`config.mk`:
```
export PLATFORM = sky130hd
export DESIGN_NAME = i2c_bit_level_master
export DESIGN_NICKNAME = d
export VERILOG_FILES = /design/src/rtl/core/i2cbm_pkg.sv /design/src/rtl/core/i2c_bit_level_master.sv
export SDC_FILE = /design/constraint.sdc
export NUM_CORES = 1
export LEC_CHECK = 0
export BUFFER_PORTS_ARGS = -buffer_cell sky130_fd_sc_hd__buf_2
export CORE_MARGIN = 5
export CORE_UTILIZATION = 40
export CTS_BUF_LIST = sky130_fd_sc_hd__clkbuf_4
export DETAILED_ROUTE_END_ITERATION = 8
export HOLD_SLACK_MARGIN = 0.08
export PLACE_DENSITY = 0.59
export SYNTH_ARGS = -nofsm -noshare
export SYNTH_HDL_FRONTEND = slang
export SYNTH_SLANG_ARGS = --single-unit
export TNS_END_PERCENT = 1
```
`constraint.sdc`:
```
create_clock -name clk -period 2.5 [get_ports clk]
set_input_delay 0.5 -clock clk [delete_from_list [all_inputs] [get_ports clk]]
set_output_delay 0.5 -clock clk [all_outputs]
set_load 0.03 [all_outputs]
```
`src/rtl/core/i2cbm_pkg.sv`:
```
`default_nettype none
package i2cbm_pkg;

  // Command codes carried in the command field of an input transfer.
  localparam logic [2:0] CMD_START   = 3'd0;
  localparam logic [2:0] CMD_STOP    = 3'd1;
  localparam logic [2:0] CMD_WRITE   = 3'd2;
  localparam logic [2:0] CMD_WAITACK = 3'd3;
  localparam logic [2:0] CMD_READ    = 3'd4;
  localparam logic [2:0] CMD_IDLE    = 3'd7;

  // Kind of an input item.
  localparam logic KIND_COMMAND = 1'b0;
  localparam logic KIND_TICK    = 1'b1;

  // Configuration register indexes.
  localparam logic [1:0] REG_BIT_DELAY = 2'd0;
  localparam logic [1:0] REG_STOP_HOLD = 2'd1;
  localparam logic [1:0] REG_ACK_TMO   = 2'd2;

  localparam logic [7:0] BIT_DELAY_RST = 8'd2;
  localparam logic [7:0] STOP_HOLD_RST = 8'd1;
  localparam logic [7:0] ACK_TMO_RST   = 8'd250;

  localparam int IN_W  = 16;
  localparam int OUT_W = 16;

  // A programmed delay of zero ticks lasts one tick.
  function automatic logic [7:0] delay_load(input logic [7:0] t);
    return (t == 8'd0) ? 8'd1 : t;
  endfunction

endpackage
`default_nettype wire

```
`src/rtl/core/i2c_bit_level_master.sv`:
```
// I2C bit-level master driven by a stream of items.
// Input channel (in_*): each transfer is a command (in_tuser = 0) or one delay
// tick (in_tuser = 1) carrying the sampled SDA level. Commands are start, stop,
// write byte, wait for acknowledge and read byte; a command that arrives while
// another is running is dropped. Ticks while idle change nothing.
// Output channel (out_*): exactly one result transfer per input transfer,
// giving the SCL/SDA drive levels, busy and done flags, the last read byte and
// the missing-acknowledge flag as they stand after that item.
// The result is registered on the edge that accepts the item and shows on
// out_tvalid in the next cycle. One item is accepted every cycle unless a
// result is stalled; the state update is a single pass of logic from the item
// and the sequencer registers into the result register.
// When the receiver stalls, the result register holds and in_tready drops
// until that result is taken; accepting resumes in the cycle it is taken.
// Configuration (cfg_*) is always ready and should be written while idle.
// Synchronous reset (rst_n low) returns the sequencer to idle with SCL high,
// SDA high and driven, the delay registers to 2, 1 and 250, and empties the
// result register.
`default_nettype none
module i2c_bit_level_master (
  input  wire logic                         clk,
  input  wire logic                         rst_n,
  input  wire logic                         in_tvalid,
  output logic                              in_tready,
  // [2:0] command, [10:3] tx_byte, [11] ack_after_read, [12] sda_in, rest 0.
  input  wire logic [i2cbm_pkg::IN_W-1:0]   in_tdata,
  // [0] kind
  input  wire logic                         in_tuser,
  output logic                              out_tvalid,
  input  wire logic                         out_tready,
  // [0] scl_level, [1] sda_level, [2] sda_drive, [3] busy_res, [4] done_res,
  // [12:5] rx_byte, [13] ack_missing, rest 0.
  output logic [i2cbm_pkg::OUT_W-1:0]       out_tdata,
  input  wire logic                         cfg_valid,
  output logic                              cfg_ready,
  input  wire logic [1:0]                   cfg_index,
  input  wire logic [7:0]                   cfg_data
);

  logic [7:0] bit_delay_r, stop_hold_r, ack_tmo_r;

  logic [2:0] active_r, active_nxt;
  logic [2:0] phase_r, phase_nxt;
  logic [3:0] bit_cnt_r, bit_cnt_nxt;
  logic [7:0] delay_r, delay_nxt;
  logic [7:0] poll_r, poll_nxt;
  logic [7:0] shift_r, shift_nxt;
  logic       rd_ack_r, rd_ack_nxt;
  logic       scl_r, scl_nxt;
  logic       sda_r, sda_nxt;
  logic       drv_r, drv_nxt;
  logic       ack_miss_r, ack_miss_nxt;
  logic [7:0] rx_hold_r, rx_hold_nxt;
  logic       done_nxt;

  logic                       out_valid_r;
  logic [i2cbm_pkg::OUT_W-1:0] out_data_r;

  logic       in_fire;
  logic [2:0] in_cmd;
  logic [7:0] in_tx;
  logic       in_ack;
  logic       in_sda;

  assign in_cmd = in_tdata[2:0];
  assign in_tx  = in_tdata[10:3];
  assign in_ack = in_tdata[11];
  assign in_sda = in_tdata[12];

  assign in_tready  = !out_valid_r || out_tready;
  assign in_fire    = in_tvalid && in_tready;
  assign out_tvalid = out_valid_r;
  assign out_tdata  = out_data_r;
  assign cfg_ready  = 1'b1;

  always_comb begin
    logic       adv;
    logic [7:0] dec;
    logic [3:0] bc_inc;
    active_nxt   = active_r;
    phase_nxt    = phase_r;
    bit_cnt_nxt  = bit_cnt_r;
    delay_nxt    = delay_r;
    poll_nxt     = poll_r;
    shift_nxt    = shift_r;
    rd_ack_nxt   = rd_ack_r;
    scl_nxt      = scl_r;
    sda_nxt      = sda_r;
    drv_nxt      = drv_r;
    ack_miss_nxt = ack_miss_r;
    rx_hold_nxt  = rx_hold_r;
    done_nxt     = 1'b0;
    adv          = 1'b0;
    dec          = (delay_r != 8'd0) ? delay_r - 8'd1 : 8'd0;
    bc_inc       = bit_cnt_r + 4'd1;

    if (in_tuser == i2cbm_pkg::KIND_COMMAND) begin
      if (active_r == i2cbm_pkg::CMD_IDLE && in_cmd <= i2cbm_pkg::CMD_READ) begin
        active_nxt  = in_cmd;
        bit_cnt_nxt = 4'd0;
        poll_nxt    = 8'd0;
        phase_nxt   = 3'd1;
        delay_nxt   = i2cbm_pkg::delay_load(bit_delay_r);
        case (in_cmd)
          i2cbm_pkg::CMD_START: begin
            drv_nxt = 1'b1;
            scl_nxt = 1'b1;
          end
          i2cbm_pkg::CMD_STOP: begin
            drv_nxt = 1'b1;
            sda_nxt = 1'b0;
            scl_nxt = 1'b0;
          end
          i2cbm_pkg::CMD_WRITE: begin
            drv_nxt   = 1'b1;
            scl_nxt   = 1'b0;
            sda_nxt   = in_tx[7];
            shift_nxt = {in_tx[6:0], 1'b0};
          end
          i2cbm_pkg::CMD_WAITACK: begin
            drv_nxt      = 1'b0;
            sda_nxt      = 1'b1;
            ack_miss_nxt = 1'b0;
          end
          default: begin
            drv_nxt    = 1'b0;
            rd_ack_nxt = in_ack;
            shift_nxt  = 8'd0;
            scl_nxt    = 1'b0;
          end
        endcase
      end
    end else if (active_r != i2cbm_pkg::CMD_IDLE) begin
      // Polling in wait-ack runs every tick; everything else waits out a delay.
      if (active_r == i2cbm_pkg::CMD_WAITACK && phase_r == 3'd2) begin
        adv = 1'b1;
      end else begin
        delay_nxt = dec;
        adv       = (dec == 8'd0);
      end
      if (adv) begin
        case (active_r)
          i2cbm_pkg::CMD_START: begin
            if (phase_r == 3'd1) begin
              sda_nxt   = 1'b1;
              delay_nxt = i2cbm_pkg::delay_load(bit_delay_r);
              phase_nxt = 3'd2;
            end else if (phase_r == 3'd2) begin
              sda_nxt   = 1'b0;
              delay_nxt = i2cbm_pkg::delay_load(bit_delay_r);
              phase_nxt = 3'd3;
            end else begin
              scl_nxt  = 1'b0;
              done_nxt = 1'b1;
            end
          end
          i2cbm_pkg::CMD_STOP: begin
            if (phase_r == 3'd1) begin
              scl_nxt   = 1'b1;
              delay_nxt = i2cbm_pkg::delay_load(stop_hold_r);
              phase_nxt = 3'd2;
            end else begin
              sda_nxt  = 1'b1;
              done_nxt = 1'b1;
            end
          end
          i2cbm_pkg::CMD_WRITE: begin
            if (phase_r == 3'd1) begin
              scl_nxt   = 1'b1;
              delay_nxt = i2cbm_pkg::delay_load(bit_delay_r);
              phase_nxt = 3'd2;
            end else begin
              bit_cnt_nxt = bc_inc;
              if (bc_inc >= 4'd8) begin
                scl_nxt  = 1'b0;
                done_nxt = 1'b1;
              end else begin
                scl_nxt   = 1'b0;
                sda_nxt   = shift_r[7];
                shift_nxt = {shift_r[6:0], 1'b0};
                delay_nxt = i2cbm_pkg::delay_load(bit_delay_r);
                phase_nxt = 3'd1;
              end
            end
          end
          i2cbm_pkg::CMD_WAITACK: begin
            if (phase_r == 3'd1) begin
              scl_nxt   = 1'b1;
              delay_nxt = i2cbm_pkg::delay_load(bit_delay_r);
              phase_nxt = 3'd2;
            end else if (phase_r == 3'd2) begin
              if (!in_sda) begin
                scl_nxt  = 1'b0;
                done_nxt = 1'b1;
              end else if (poll_r >= ack_tmo_r) begin
                // No acknowledge: release the bus with a stop condition.
                drv_nxt   = 1'b1;
                sda_nxt   = 1'b0;
                scl_nxt   = 1'b0;
                delay_nxt = i2cbm_pkg::delay_load(bit_delay_r);
                phase_nxt = 3'd3;
              end else begin
                poll_nxt = poll_r + 8'd1;
              end
            end else if (phase_r == 3'd3) begin
              scl_nxt   = 1'b1;
              delay_nxt = i2cbm_pkg::delay_load(stop_hold_r);
              phase_nxt = 3'd4;
            end else begin
              sda_nxt      = 1'b1;
              ack_miss_nxt = 1'b1;
              done_nxt     = 1'b1;
            end
          end
          default: begin
            if (phase_r == 3'd1) begin
              scl_nxt   = 1'b1;
              shift_nxt = {shift_r[6:0], in_sda};
              delay_nxt = i2cbm_pkg::delay_load(bit_delay_r);
              phase_nxt = 3'd2;
            end else if (phase_r == 3'd2) begin
              bit_cnt_nxt = bc_inc;
              scl_nxt     = 1'b0;
              delay_nxt   = i2cbm_pkg::delay_load(bit_delay_r);
              if (bc_inc < 4'd8) begin
                phase_nxt = 3'd1;
              end else begin
                rx_hold_nxt = shift_r;
                drv_nxt     = 1'b1;
                sda_nxt     = !rd_ack_r;
                phase_nxt   = 3'd3;
              end
            end else if (phase_r == 3'd3) begin
              scl_nxt   = 1'b1;
              delay_nxt = i2cbm_pkg::delay_load(bit_delay_r);
              phase_nxt = 3'd4;
            end else begin
              scl_nxt  = 1'b0;
              done_nxt = 1'b1;
            end
          end
        endcase
      end
      if (done_nxt) begin
        active_nxt = i2cbm_pkg::CMD_IDLE;
        phase_nxt  = 3'd0;
        delay_nxt  = 8'd0;
      end
    end
  end

  always_ff @(posedge clk) begin
    if (!rst_n) begin
      bit_delay_r <= i2cbm_pkg::BIT_DELAY_RST;
      stop_hold_r <= i2cbm_pkg::STOP_HOLD_RST;
      ack_tmo_r   <= i2cbm_pkg::ACK_TMO_RST;
    end else if (cfg_valid && cfg_ready) begin
      case (cfg_index)
        i2cbm_pkg::REG_BIT_DELAY: bit_delay_r <= cfg_data;
        i2cbm_pkg::REG_STOP_HOLD: stop_hold_r <= cfg_data;
        i2cbm_pkg::REG_ACK_TMO:   ack_tmo_r   <= cfg_data;
        default: ;
      endcase
    end
  end

  always_ff @(posedge clk) begin
    if (!rst_n) begin
      active_r    <= i2cbm_pkg::CMD_IDLE;
      phase_r     <= 3'd0;
      bit_cnt_r   <= 4'd0;
      delay_r     <= 8'd0;
      poll_r      <= 8'd0;
      shift_r     <= 8'd0;
      rd_ack_r    <= 1'b0;
      scl_r       <= 1'b1;
      sda_r       <= 1'b1;
      drv_r       <= 1'b1;
      ack_miss_r  <= 1'b0;
      rx_hold_r   <= 8'd0;
      out_valid_r <= 1'b0;
    end else begin
      if (in_fire) begin
        active_r    <= active_nxt;
        phase_r     <= phase_nxt;
        bit_cnt_r   <= bit_cnt_nxt;
        delay_r     <= delay_nxt;
        poll_r      <= poll_nxt;
        shift_r     <= shift_nxt;
        rd_ack_r    <= rd_ack_nxt;
        scl_r       <= scl_nxt;
        sda_r       <= sda_nxt;
        drv_r       <= drv_nxt;
        ack_miss_r  <= ack_miss_nxt;
        rx_hold_r   <= rx_hold_nxt;
        out_valid_r <= 1'b1;
      end else if (out_tready) begin
        out_valid_r <= 1'b0;
      end
    end
  end

  always_ff @(posedge clk) begin
    if (in_fire) begin
      out_data_r <= {2'b00, ack_miss_nxt, rx_hold_nxt, done_nxt,
                     (active_nxt != i2cbm_pkg::CMD_IDLE), drv_nxt, sda_nxt, scl_nxt};
    end
  end

`ifndef SYNTHESIS
  // A completing item always leaves the sequencer idle.
  a_done_not_busy: assert property (@(posedge clk) disable iff (!rst_n)
    out_tvalid && out_tdata[4] |-> !out_tdata[3])
    else $error("done result reports busy");

  // Idle and phase zero go together.
  a_idle_phase: assert property (@(posedge clk) disable iff (!rst_n)
    (active_r == i2cbm_pkg::CMD_IDLE) == (phase_r == 3'd0))
    else $error("phase out of step with active command");

  // A stalled result blocks new input and is kept unchanged.
  a_stall_hold: assert property (@(posedge clk) disable iff (!rst_n)
    out_tvalid && !out_tready |=> out_tvalid && $stable(out_tdata))
    else $error("stalled result changed");

  // Wait-ack polling never runs past the timeout.
  a_poll_bound: assert property (@(posedge clk) disable iff (!rst_n)
    active_r == i2cbm_pkg::CMD_WAITACK && phase_r == 3'd2 |-> poll_r <= ack_tmo_r)
    else $error("poll count beyond timeout");
`endif

endmodule
`default_nettype wire

```
Word-level counts from Yosys, hierarchy flattened
Cells that the tools add are included.

Bits of input ports: 32. Logic and storage cells: 249. Bits in read-only memories: 0. Memory bits (writable): 0. Memories kept: 0. Bits in registers: 86. Bits in latches: 0.

Bitwise logic cells: 2. Reduce and logical (&&, ||, !) cells: 31. Shift operators: 0. Add/subtract/negate cells: 3. Divide/modulo/power cells: 0. Equal/unequal tests: 33. Multipliers: 0. Magnitude comparators: 4. Mux-type cells: 158.

Operator list (number): two-way mux 8 bit (45); two-way mux 1 bit (73); two-way mux 3 bit (21); case mux 8 bit (2 select lines) (2); case mux 8 bit (4 select lines) (1); two-way mux 4 bit (7); AND reduction 9 bit (3); logical NOT 8 bit (3); == test 3 x 2 -> 1 bit, second input constant (6); != test 3 bit, second input constant (4); != test 6 x 5 -> 1 bit, second input constant (2); case mux 1 bit (4 select lines) (3); case mux 3 bit (4 select lines) (1); OR reduction 3 bit (4); != test 2 x 1 -> 1 bit, second input constant (5); != test 5 bit, second input constant (2); == test 3 x 1 -> 1 bit, second input constant (3); != test 3 x 1 -> 1 bit, second input constant (3); adder 8 x 1 -> 8 bit, second input constant (1); >= comparator 8 bit (1); != test 2 bit, second input constant (4); case mux 4 bit (2 select lines) (1); AND reduction 2 bit (4); nonzero test 8 bit (1); other kinds (23) (31).

Depth between registers and ports, before layout
Gate-level depths: netlist of run 1.

Depth after elaboration: 13. Gate-level depth with buffers: 11. Gate-level depth less buffers: 9.

Worst setup path before layout of run 1
Ideal clock, no wire load.

Path kind: flip-flop to flip-flop. Start point: register poll_r[0]. End point: register delay_r[1]. Buffers on the path: 0. Period minus slack after synthesis: 2.524 ns. Setup time: 0.138 ns. Cell stages (with the launch flop): 10. Data required time: 2.362 ns. Arrival time: 2.386 ns. Slack: -0.024 ns. Cell sequence: dfxtp_1 -> inv_1 -> ha_1 -> nand2b_1 -> a2111oi_0 -> o21a_1 -> nor2_1 -> a221o_1 -> a2111oi_2 -> a2111oi_2.

Word-level cells in the longest chain between the ends: 10.

RTL lines: start: declaration (line i2c_bit_level_master.sv:46) `logic [7:0] poll_r, poll_nxt;`; start signal: assignment (line i2c_bit_level_master.sv:288) `poll_r <= poll_nxt;`; >= comparator 8 bit (line i2c_bit_level_master.sv:195) `end else if (poll_r >= ack_tmo_r) begin`; two-way mux 8 bit (line i2c_bit_level_master.sv:195); two-way mux 8 bit (line i2c_bit_level_master.sv:192) `if (!in_sda) begin`; two-way mux 8 bit (line i2c_bit_level_master.sv:191) `end else if (phase_r == 3'd2) begin`; two-way mux 8 bit (line i2c_bit_level_master.sv:187) `if (phase_r == 3'd1) begin`; case mux 8 bit (4 select lines) (line i2c_bit_level_master.sv:142) `case (active_r)`; two-way mux 8 bit (line i2c_bit_level_master.sv:141) `if (adv) begin`; two-way mux 8 bit (line i2c_bit_level_master.sv:244) `if (done_nxt) begin`; two-way mux 8 bit (line i2c_bit_level_master.sv:133) `end else if (active_r != i2cbm_pkg::CMD_IDLE) begin`; two-way mux 8 bit (line i2c_bit_level_master.sv:97) `if (in_tuser == i2cbm_pkg::KIND_COMMAND) begin`; end signal: assignment (line i2c_bit_level_master.sv:287) `delay_r <= delay_nxt;`; end: declaration (line i2c_bit_level_master.sv:45) `logic [7:0] delay_r, delay_nxt;`.

No other way between the ends. The select of a mux whose other input is x is not followed. A chain may end at the register's enable or synchronous reset.

Worst setup path after layout of run 1
Start point: register delay_r[0]. End point: register delay_r[5].

Word-level cells in the longest chain between the ends: 12. Elaborated cells between the ends (all ways): 29. Those cells by class: 1 x add/sub; 26 x mux; 2 x reduce/logical.

RTL lines: subtractor 8 x 1 -> 8 bit or nonzero test 8 bit (tied branches) (line i2c_bit_level_master.sv:94) `dec = (delay_r != 8'd0) ? delay_r - 8'd1 : 8'd0;`; two-way mux 8 bit (*) (line i2c_bit_level_master.sv:94); two-way mux 8 bit or logical NOT 8 bit (tied branches) (line i2c_bit_level_master.sv:135, i2c_bit_level_master.sv:139); two-way mux 8 bit or two-way mux 1 bit (tied branches) (line i2c_bit_level_master.sv:195, i2c_bit_level_master.sv:135); two-way mux 8 bit or two-way mux 1 bit (tied branches) (line i2c_bit_level_master.sv:192, i2c_bit_level_master.sv:133); two-way mux 8 bit or two-way mux 1 bit (tied branches) (line i2c_bit_level_master.sv:191, i2c_bit_level_master.sv:97); two-way mux 8 bit or two-way mux 1 bit (tied branches) (line i2c_bit_level_master.sv:187, i2c_bit_level_master.sv:141); case mux 8 bit (4 select lines) or two-way mux 1 bit (tied branches) (line i2c_bit_level_master.sv:142, i2c_bit_level_master.sv:133); two-way mux 8 bit or two-way mux 1 bit (tied branches) (line i2c_bit_level_master.sv:141, i2c_bit_level_master.sv:97); two-way mux 8 bit (*) (line i2c_bit_level_master.sv:244); two-way mux 8 bit (*) (line i2c_bit_level_master.sv:133); two-way mux 8 bit (*) (line i2c_bit_level_master.sv:97).

Every way passes the cells marked *; elsewhere a longest branch is shown, timed or not. The select of a mux whose other input is x is not followed.

==> impl_metrics.toml, run 1 <==
[run_status]
status = "completed"

[route]
antenna_left = 0
via_count = 6230
avgViaCountPerCell = 6.10
firstDrtPassIters = 5
routed_wl_mm = 20.8
drt_iter0_drc = 478
route.detailed.drc = 0
detail_route.wl_per_cell_um = 20.3

[power_and_ir_drop]
p_seq_frac = 0.398
p_int_mw = 2.38
p_leak_nw = 3.01
swShare = 0.381
max-vdd-ir-drop_mv = 0.406
p_switching_mw = 1.47
power.density_nw_per_um2 = 526
pwr-share-clk = 0.231
p_total_mw = 3.85
combinationalPowerShare = 0.371

[worst_setup_path]
arrival_ns = 2.82
reg2reg_to = "delay_r[5]"
path_delay_family = "simple AND/OR/NAND/NOR gates"
rrSetupSlack_ns = 0.05
crit_path_max_incr_delay_ns = 0.55
worstSetupEndpointType = "flip-flop"
path_cells = "buf_4, or4_4, buf_4, or3_1, nor3_1, a21oi_1, buf_4, o21ai_0, a211oi_2, o32ai_1"
r2r_start = "delay_r[0]"
r2r_cells = 10
cp.required_ns = 2.87
cp_max_fo = 7
criticalPathCategory = "flip-flop to flip-flop"
cp_slowest_cell = "or4_4"
cp_common_cell = "buf_4"
startpoint_type = "flip-flop"
critPathBufInv = 3

[cells_and_area]
multi_input_area_sq_um = 3850
fin_nets = 875
drive_above_1_share = 0.295
nFillCells = 1387
num_antenna_cells = 0
syn_to_final_growth_pct = 24.6
stdcell_count = 1021
regArea_sq_um = 1860

[min_path]
hold_end = "rd_ack_r"
hold_start = "in_tdata[11]"
whs_path_depth = 3
hold_class = "input port to flip-flop"

[synth]
ys_ff_latch = 86
synthTopCellsByCount = "dfxtp_1, nor2_1, nand2_1"
syn_area_per_cell_sq_um = 8.17
synth_ff_type = "dfxtp_1"
synth_edf_count = 14
ys_types = 91
ys_async_sr_fraction = 0
ys_top_cells_by_area = "dfxtp_1, edfxtp_1, mux2i_1, a21oi_1, nor2_1"
synth.most_common_cell = "dfxtp_1"
netlist_area_sq_um = 5870
syn_inst = 719
ys_seq_area_frac = 0.317
synth_top_area_cell = "dfxtp_1"
netlist.area_leader.share = 0.245
yosysWarnings = 0

[global_route]
antenna_found_initial = 0
grt_max_degree = 27
gr-usage-all-layers = 0.237
grt_pass1_vias = 6080
grt_pass1_wl_mm = 33.4
globalRoute.totalOverflow = 0

[floorplan]
dieArea_sq_um = 17200
core_area_sq_um = 14500
die-width_um = 131
rows = 44
initial_core_util = 0.406
ios = 51
fp.dieH_um = 131

[sta]
worstMarginPinSlew_ns = 0.826
hold_viol = 0
finalCriticalPeriod_ns = 2.45
setup_viol = 0
finalClockSkew_ns = 0.0191
drv_slew = 0
finalCritPeriodShare = 0.979
clock.fmax_ghz = 0.409
relSlewSlack = 0.449
rsz0062_at_grt = "true"

[run]
maxCapViolCount = 0

[place]
place_hpwl_mm = 15.9
place_congestion = 0.963
port_buffers = 44
dp_cells = 1003

[clock_tree]
cts_buffers = 9
clock_path_buffers = 2
cts_tree = "yes"
root_buffer = "clkbuf_4"
cts_max_level = 3
cts.clk_slew.worst_paths_ns = 0.16
ctsHoldBuffers = 0
worstSkewPairLatency_ns = 0.48
cts.sink_count = 86
[power by group through the flow]
stage	Clock [mW]	Sequential [mW]	Combinational, mW
final	0.887	1.53	1.43
after global routing	0.982	1.54	1.54
after detailed placement	0	1.56	1.31
after global placement	0	1.56	1.31
after CTS	0.914	1.53	1.34
after floorplan	0	1.57	0.804
[state kept, by name, indices dropped and copies added (netlist names), 3 cells and up]
register and count:
ack_tmo_r 8, out_tdata 14, bit_delay_r 8, shift_r 8
active_r 3, delay_r 8, bit_cnt_r 4, stop_hold_r 8
rx_hold_r 8, poll_r 8, phase_r 3
[worst max-delay path by stage]
stage,start,endpoint,slack [ns],cells after the start
2_1_floorplan,delay_r[0],out_tdata[10],-0.01,9
3_3_place_gp,poll_r[0],delay_r[4],-0.23,10
3_5_place_dp,poll_r[0],delay_r[4],-0.28,10
4_1_cts,delay_r[0],poll_r[6],0.006,11
5_1_grt,delay_r[0],delay_r[4],-0.06,10
6_report,delay_r[0],delay_r[5],0.05,10
[kinds of logic after synthesis]
kind of cell               synth area share
and+or+nand+nor                       0.217
AOI/OAI and AO/OA                     0.293
DFF                                   0.317
buffers and inverters                0.0639
muxes                                0.0741
adders and majority gates            0.0234
xor gates and xnor gates             0.0104
other                               0.00128
[cells in the final DEF, fill, tap and decap left out, drive strengths merged, types with 14 or more instances in the layout]
cell type / count
buf: 159
dfxtp: 72
nor2: 70
nand2: 62
a21oi: 55
o21ai: 41
mux2i: 30
nand3: 27
inv: 26
nor3: 19
o211ai: 18
edfxtp: 14
[per-layer routing]
| metal | global-route usage | wire length [um] | up-vias |
|---|---|---|---|
| met5 | 0 | 0 | - |
| met4 | 0.0895 | 579 | 0 |
| met3 | 0.0325 | 1290 | 47 |
| met2 | 0.374 | 9500 | 223 |
| met1 | 0.329 | 9400 | 3016 |
| li1 | - | - | 2944 |
[worst min-delay path, stage by stage]
cell and delay, ns:
buf_2 0.09, nand3_1 0.05, a21oi_1 0.05
[per-stage QoR]
step | hold slack, ns | setup slack (ns) | utilization | area (sq um) | TNS (ns)
finish | 0.250 | 0.0526 | 0.505 | 7320 | 0
global route | 0.229 | -0.0562 | 0.505 | 7320 | -0.250
CTS | 0.215 | 0.00568 | 0.493 | 7140 | 0
detailed placement | 0.461 | -0.282 | 0.479 | 6930 | -1.94
global placement | 0.453 | -0.231 | 0.479 | 6930 | -1.11
floorplan | 0.436 | -0.0118 | - | 5880 | -0.0948
[area by class of cell]
cell class,count,share of cell area
clock inverter,7,0.0111
inverter,25,0.0128
timing repair buffer,159,0.154
sequential,86,0.255
multi-input combinational,551,0.527
tap,184,0.0315
clock buffer,9,0.00923
[what timing repair did]
action / in CTS / in global routing
setup endpoints to repair: 19 / 34
gates cloned: 0 / 0
setup buffers: 0 / 2
gates resized for setup: 12 / 35
pin swaps: 3 / 12
Note: power is estimated with default switching activity, not from simulation.
==> run 2: changes to the inputs <==
Settings changed: ABC_AREA set to 1, PLACE_DENSITY 0.59 to 0.57.
Clock period 2.5 ns to 2.92 ns, I/O delays scaled along.
==> run 2 against run 1 <==
Compared with the run above: sequential power decreased by 13%; setup slack improved by 0.29 ns; via count decreased by 5.3%; highest routed layer unchanged; first-iteration DRC count increased by 6.7%; routed wire length decreased by 17%; critical endpoint is now out_tdata[3].
==> impl_metrics.toml, run 2 <==
[run_status]
status = "completed"

[min_path]
hold_start = "cfg_data[6]"
hold_class = "input port to flip-flop"
whs_path_depth = 3
hold_end = "ack_tmo_r[6]"

[cells_and_area]
nFillCells = 1520
largest_reg_flops = 14
fin_nets = 985
layout_common_cells = "nand2_1, inv_1, nor2_1, a21oi_1, o21ai_0"
syn_to_final_growth_pct = 10.2
drive_above_1_share = 0.134
final_common_cell = "nand2_1"
stdcell_count = 1132

[synth]
ys_async_sr_fraction = 0
netlist.area_leader.share = 0.248
netlist_area_sq_um = 5810
synth_top_area_cell = "dfxtp_1"
ys_types = 53
synth_ff_type = "dfxtp_1"
syn_inst = 900
syn_area_per_cell_sq_um = 6.46
ys_seq_area_frac = 0.320
yosysWarnings = 0
ys_ff_latch = 86
synth.most_common_cell = "nand2_1"
ys_top_cells_by_area = "dfxtp_1, nand2_1, a21oi_1, edfxtp_1, o21ai_0"
synth_edf_count = 14
synthTopCellsByCount = "nand2_1, inv_1, a21oi_1, nor2_1, o21ai_0"

[global_route]
grt_pass1_wl_mm = 27.7
grt_pass1_vias = 5244
gr-usage-all-layers = 0.206
antenna_found_initial = 1
globalRoute.totalOverflow = 0
grt_max_degree = 44

[floorplan]
die-width_um = 131
ios = 51
dieArea_sq_um = 17000
fp.dieH_um = 131
core_area_sq_um = 14400
rows = 44
initial_core_util = 0.404

[worst_setup_path]
crit_path_max_incr_delay_ns = 0.37
r2r_start = "delay_r[0]"
rrSetupSlack_ns = 0.35
reg2reg_to = "out_tdata[3]"
cp.required_ns = 3.16
arrival_ns = 2.81
path_cells = "inv_1, ha_1, nand2_2, nor2_4, inv_2, nand3_1, nand3_1, nor2_1, nand3b_2, nand2_4, o21ai_4, nand2_4, nor2_1, nor2_1, nand3_1"
startpoint_type = "flip-flop"
path_delay_family = "simple AND/OR/NAND/NOR gates"
r2r_cells = 15
cp_max_fo = 10
criticalPathCategory = "flip-flop to flip-flop"
critPathBufInv = 2
worstSetupEndpointType = "flip-flop"
cp_slowest_cell = "dfxtp_1"

[place]
place_hpwl_mm = 12.8
place_congestion = 0.941
port_buffers = 44
dp_cells = 1115

[clock_tree]
cts_buffers = 9
cts_tree = "yes"
ctsHoldBuffers = 0
cts.sink_count = 86
worstSkewPairLatency_ns = 0.48
cts_setup_buffers = 0
root_buffer = "clkbuf_4"
clock_path_buffers = 2
cts_max_level = 3
cts.clk_slew.worst_paths_ns = 0.16
cts_resized = 0

[route]
routed_wl_mm = 17.3
via_count = 5899
route.detailed.drc = 0
avgViaCountPerCell = 5.21
antenna_left = 0
firstDrtPassIters = 5
detail_route.wl_per_cell_um = 15.3
drt_iter0_drc = 510

[sta]
finalCritPeriodShare = 0.881
clock.fmax_ghz = 0.389
worstMarginPinSlew_ns = 0.537
finalClockSkew_ns = 0.0200
rsz0062_at_grt = "false"
drv_slew = 0
setup_viol = 0
relSlewSlack = 0.641
hold_viol = 0
fin_setup_tns_ns = 0
finalCriticalPeriod_ns = 2.57
hold_ws_ns = 0.357

[power_and_ir_drop]
power.density_nw_per_um2 = 494
max-vdd-ir-drop_mv = 0.323
p_leak_nw = 2.92

[run]
maxCapViolCount = 0
## run 2: cell count changes after synthesis, sizes merged, moves of 16 or more
cell   previous run  this run
mux2i            30         0
nand3            27        50
nand2            62       219
nor2             70       102
a21oi            55        93
o22ai             4        20
o21ai            41        95
inv              23       123
## run 2: cells by family after synthesis
group	count (synthesis)	synth area share
flip-flops	86	0.320
AO/OA/AOI/OAI	237	0.228
buffers and inverters	157	0.108
other	2	0.00129
XOR/XNOR	8	0.0121
AND/OR/NAND/NOR	399	0.306
adder cells (fa/ha/maj)	11	0.0237
## run 2: worst min-delay path, delay by kind of cell
family	cells	cell delay [ns]
AOI/OAI and AO/OA	1	0.06
buffers and inverters	1	0.10
and+or+nand+nor	1	0.05
## run 2: worst max-delay path by stage
stage	depth (start not counted)	slack, ns	end	startpoint
4_1_cts	15	0.38	out_tdata[3]	delay_r[0]
3_3_place_gp	15	0.42	out_tdata[3]	delay_r[0]
6_report	15	0.35	out_tdata[3]	delay_r[0]
5_1_grt	13	0.12	shift_r[0]	delay_r[0]
3_5_place_dp	15	0.39	out_tdata[3]	delay_r[0]
2_1_floorplan	5	0.60	out_tdata[0]	out_tready
## run 2: cell type report
cell class	instances	area, sq um	area share
diodes	1	2.50	0.000391
inverters	125	472	0.0737
multi-input cells	658	3320	0.519
repair buffers	62	355	0.0555
well taps	184	230	0.0360
clock buffers	9	67.6	0.0106
flip-flops and latches	86	1860	0.291
clock inverters	7	91.3	0.0143
## run 2: routing by layer
metal / wire [um] / vias to the layer above / share of wire / track usage
met3: 1090 / 26 / 0.063 / 0.0374
li1: - / 3045 / - / -
met2: 7450 / 185 / 0.43 / 0.307
met4: 316 / 0 / 0.018 / 0.0557
met1: 8420 / 2643 / 0.49 / 0.306
met5: 0 / - / 0 / 0
## run 2: where the power goes
part | leakage, nW | internal [mW] | total, mW | switching [mW]
combinational | 2.11 | 0.339 | 1.06 | 0.721
clock | 0.0814 | 0.280 | 0.771 | 0.492
sequential | 0.727 | 1.28 | 1.33 | 0.0546
total | 2.92 | 1.90 | 3.16 | 1.27
## run 2: per-stage QoR
step | power (mW) | area [sq um] | utilization | setup WS, ns
2_1_floorplan | 2.13 | 5810 | - | 0.600
3_3_place_gp | 2.40 | 6240 | 0.434 | 0.416
3_5_place_dp | 2.40 | 6240 | 0.434 | 0.391
4_1_cts | 3.18 | 6400 | 0.445 | 0.376
5_1_grt | 3.37 | 6400 | 0.446 | 0.123
6_report | 3.16 | 6400 | 0.446 | 0.347
==> run 3: changes to the inputs <==
Settings changed: CORE_MARGIN 5 to unset.
==> run 3 against run 2 <==
Compared with the run above: total power down 2.8%; setup slack improved by 0.016 ns; die area shrank 12%; sequential cell count did not move; clock skew down 0.0087 ns; sequential power about the same; highest routed layer unchanged; register-to-register slack improved by 0.02 ns; via count about the same.
==> impl_metrics.toml, run 3 (synthesis results as in run 2) <==
[route]
detail_route.wl_per_cell_um = 15.3
via_count = 5902
route.detailed.drc = 0
routed_wl_mm = 17.3
avgViaCountPerCell = 5.23
drt_iter0_drc = 632
firstDrtPassIters = 5
antenna_left = 0

[floorplan]
core_area_sq_um = 14000
fp.dieH_um = 123
ios = 51
initial_core_util = 0.414
die-width_um = 123
rows = 43
dieArea_sq_um = 15000

[clock_tree]
clock_path_buffers = 2
cts_tree = "yes"
root_buffer = "clkbuf_4"
ctsHoldBuffers = 0
cts.sink_count = 86
cts.clk_slew.worst_paths_ns = 0.14
worstSkewPairLatency_ns = 0.46
cts_buffers = 9
cts_max_level = 3

[cells_and_area]
multi_input_area_sq_um = 3340
final_common_cell = "nand2_1"
num_antenna_cells = 0
regArea_sq_um = 1860
fin_nets = 986
syn_to_final_growth_pct = 10.1
nFillCells = 1488
drive_above_1_share = 0.134
layout_common_cells = "nand2_1, inv_1, nor2_1, a21oi_1, o21ai_0"
largest_reg_flops = 14

[run_status]
status = "completed"

[global_route]
grtUsageMet3 = 0.0432
busiest_layer = "met2"
grt_pass1_wl_mm = 28.4
antenna_found_initial = 0
use_met1 = 0.354
grt_pass1_vias = 5444
gr-usage-all-layers = 0.245
globalRoute.totalOverflow = 0
grt_max_degree = 44
global_route.usage.met2 = 0.372

[sta]
finalCritPeriodShare = 0.876
drv_slew = 0
finalCriticalPeriod_ns = 2.56
relSlewSlack = 0.546
worstMarginPinSlew_ns = 0.678
fin_setup_tns_ns = 0
rsz0062_at_grt = "false"
clock.fmax_ghz = 0.391
hold_viol = 0
setup_viol = 0
finalClockSkew_ns = 0.0113

[worst_setup_path]
r2r_cells = 15
reg2reg_to = "out_tdata[3]"
cp_max_fo = 21
path_delay_family = "simple AND/OR/NAND/NOR gates"
cp.required_ns = 3.14
cp_common_cell = "nor2_1"
r2r_start = "delay_r[0]"
worstSetupEndpointType = "flip-flop"
criticalPathCategory = "flip-flop to flip-flop"
startpoint_type = "flip-flop"
arrival_ns = 2.77
crit_path_max_incr_delay_ns = 0.37
critPathBufInv = 2
rrSetupSlack_ns = 0.36
path_cells = "inv_1, ha_1, nand2_2, nor2_4, nor2_1, inv_1, nand3_1, nor2_1, nand3b_2, nand2_8, o21ai_4, nand2_4, nor2_1, nor2_1, nand3_1"
cp_slowest_cell = "dfxtp_1"

[power_and_ir_drop]
p_leak_nw = 2.91
p_total_mw = 3.08
power.density_nw_per_um2 = 481
max-vdd-ir-drop_mv = 0.277

[min_path]
hold_start = "cfg_data[7]"
hold_class = "input port to flip-flop"
hold_end = "ack_tmo_r[7]"
whs_path_depth = 3

[place]
place_congestion = 0.948
port_buffers = 44
place_hpwl_mm = 13.0

[run]
maxCapViolCount = 0
[run 3: worst max-delay path by stage]
stage	cells past startpoint	from	endpoint
finish	15	delay_r[0]	out_tdata[3]
detailed placement	15	delay_r[0]	poll_r[0]
global route	15	delay_r[0]	rx_hold_r[1]
floorplan	5	out_tready	out_tdata[0]
CTS	15	delay_r[0]	poll_r[0]
global placement	13	in_tdata[0]	poll_r[0]
[run 3: layout make-up]
type                       instances  area share
clock buffer                       9      0.0106
clock inverter                     7      0.0102
inverter                         125      0.0737
multi-input combinational        658       0.523
sequential                        86       0.291
tap                              180      0.0352
timing repair buffer              63      0.0567
[run 3: metrics by stage]
stage	util	cell area [sq um]	cells	hold WS (ns)	worst slack (ns)
CTS	0.454	6380	1128	0.343	0.288
finish	0.456	6400	1128	0.366	0.363
global placement	0.445	6240	1112	0.455	0.356
detailed placement	0.445	6240	1112	0.469	0.322
global route	0.456	6400	1128	0.368	0.000186
floorplan	-	5810	901	0.430	0.600
[run 3: tightest hold or removal path, stage by stage]
cell and delay [ns]:
buf_2 0.10, nand2_1 0.05, o211ai_1 0.07
[run 3: power breakdown]
part | internal (mW) | switching (mW) | total (mW)
clock network | 0.255 | 0.421 | 0.677
registers | 1.28 | 0.0555 | 1.33
logic | 0.341 | 0.722 | 1.06
[run 3: timing repair]
action                                  CTS  global route
buffers inserted                          0             0
endpoints found under the setup margin    0            14
resized for setup                         0             3
[run 3: per-layer routing]
metal / routed length (um) / part of all wire / vias up
met5: 0 / 0 / -
met4: 290 / 0.017 / 0
met3: 1140 / 0.066 / 22
met2: 7410 / 0.43 / 204
met1: 8420 / 0.49 / 2625
li1: - / - / 3051
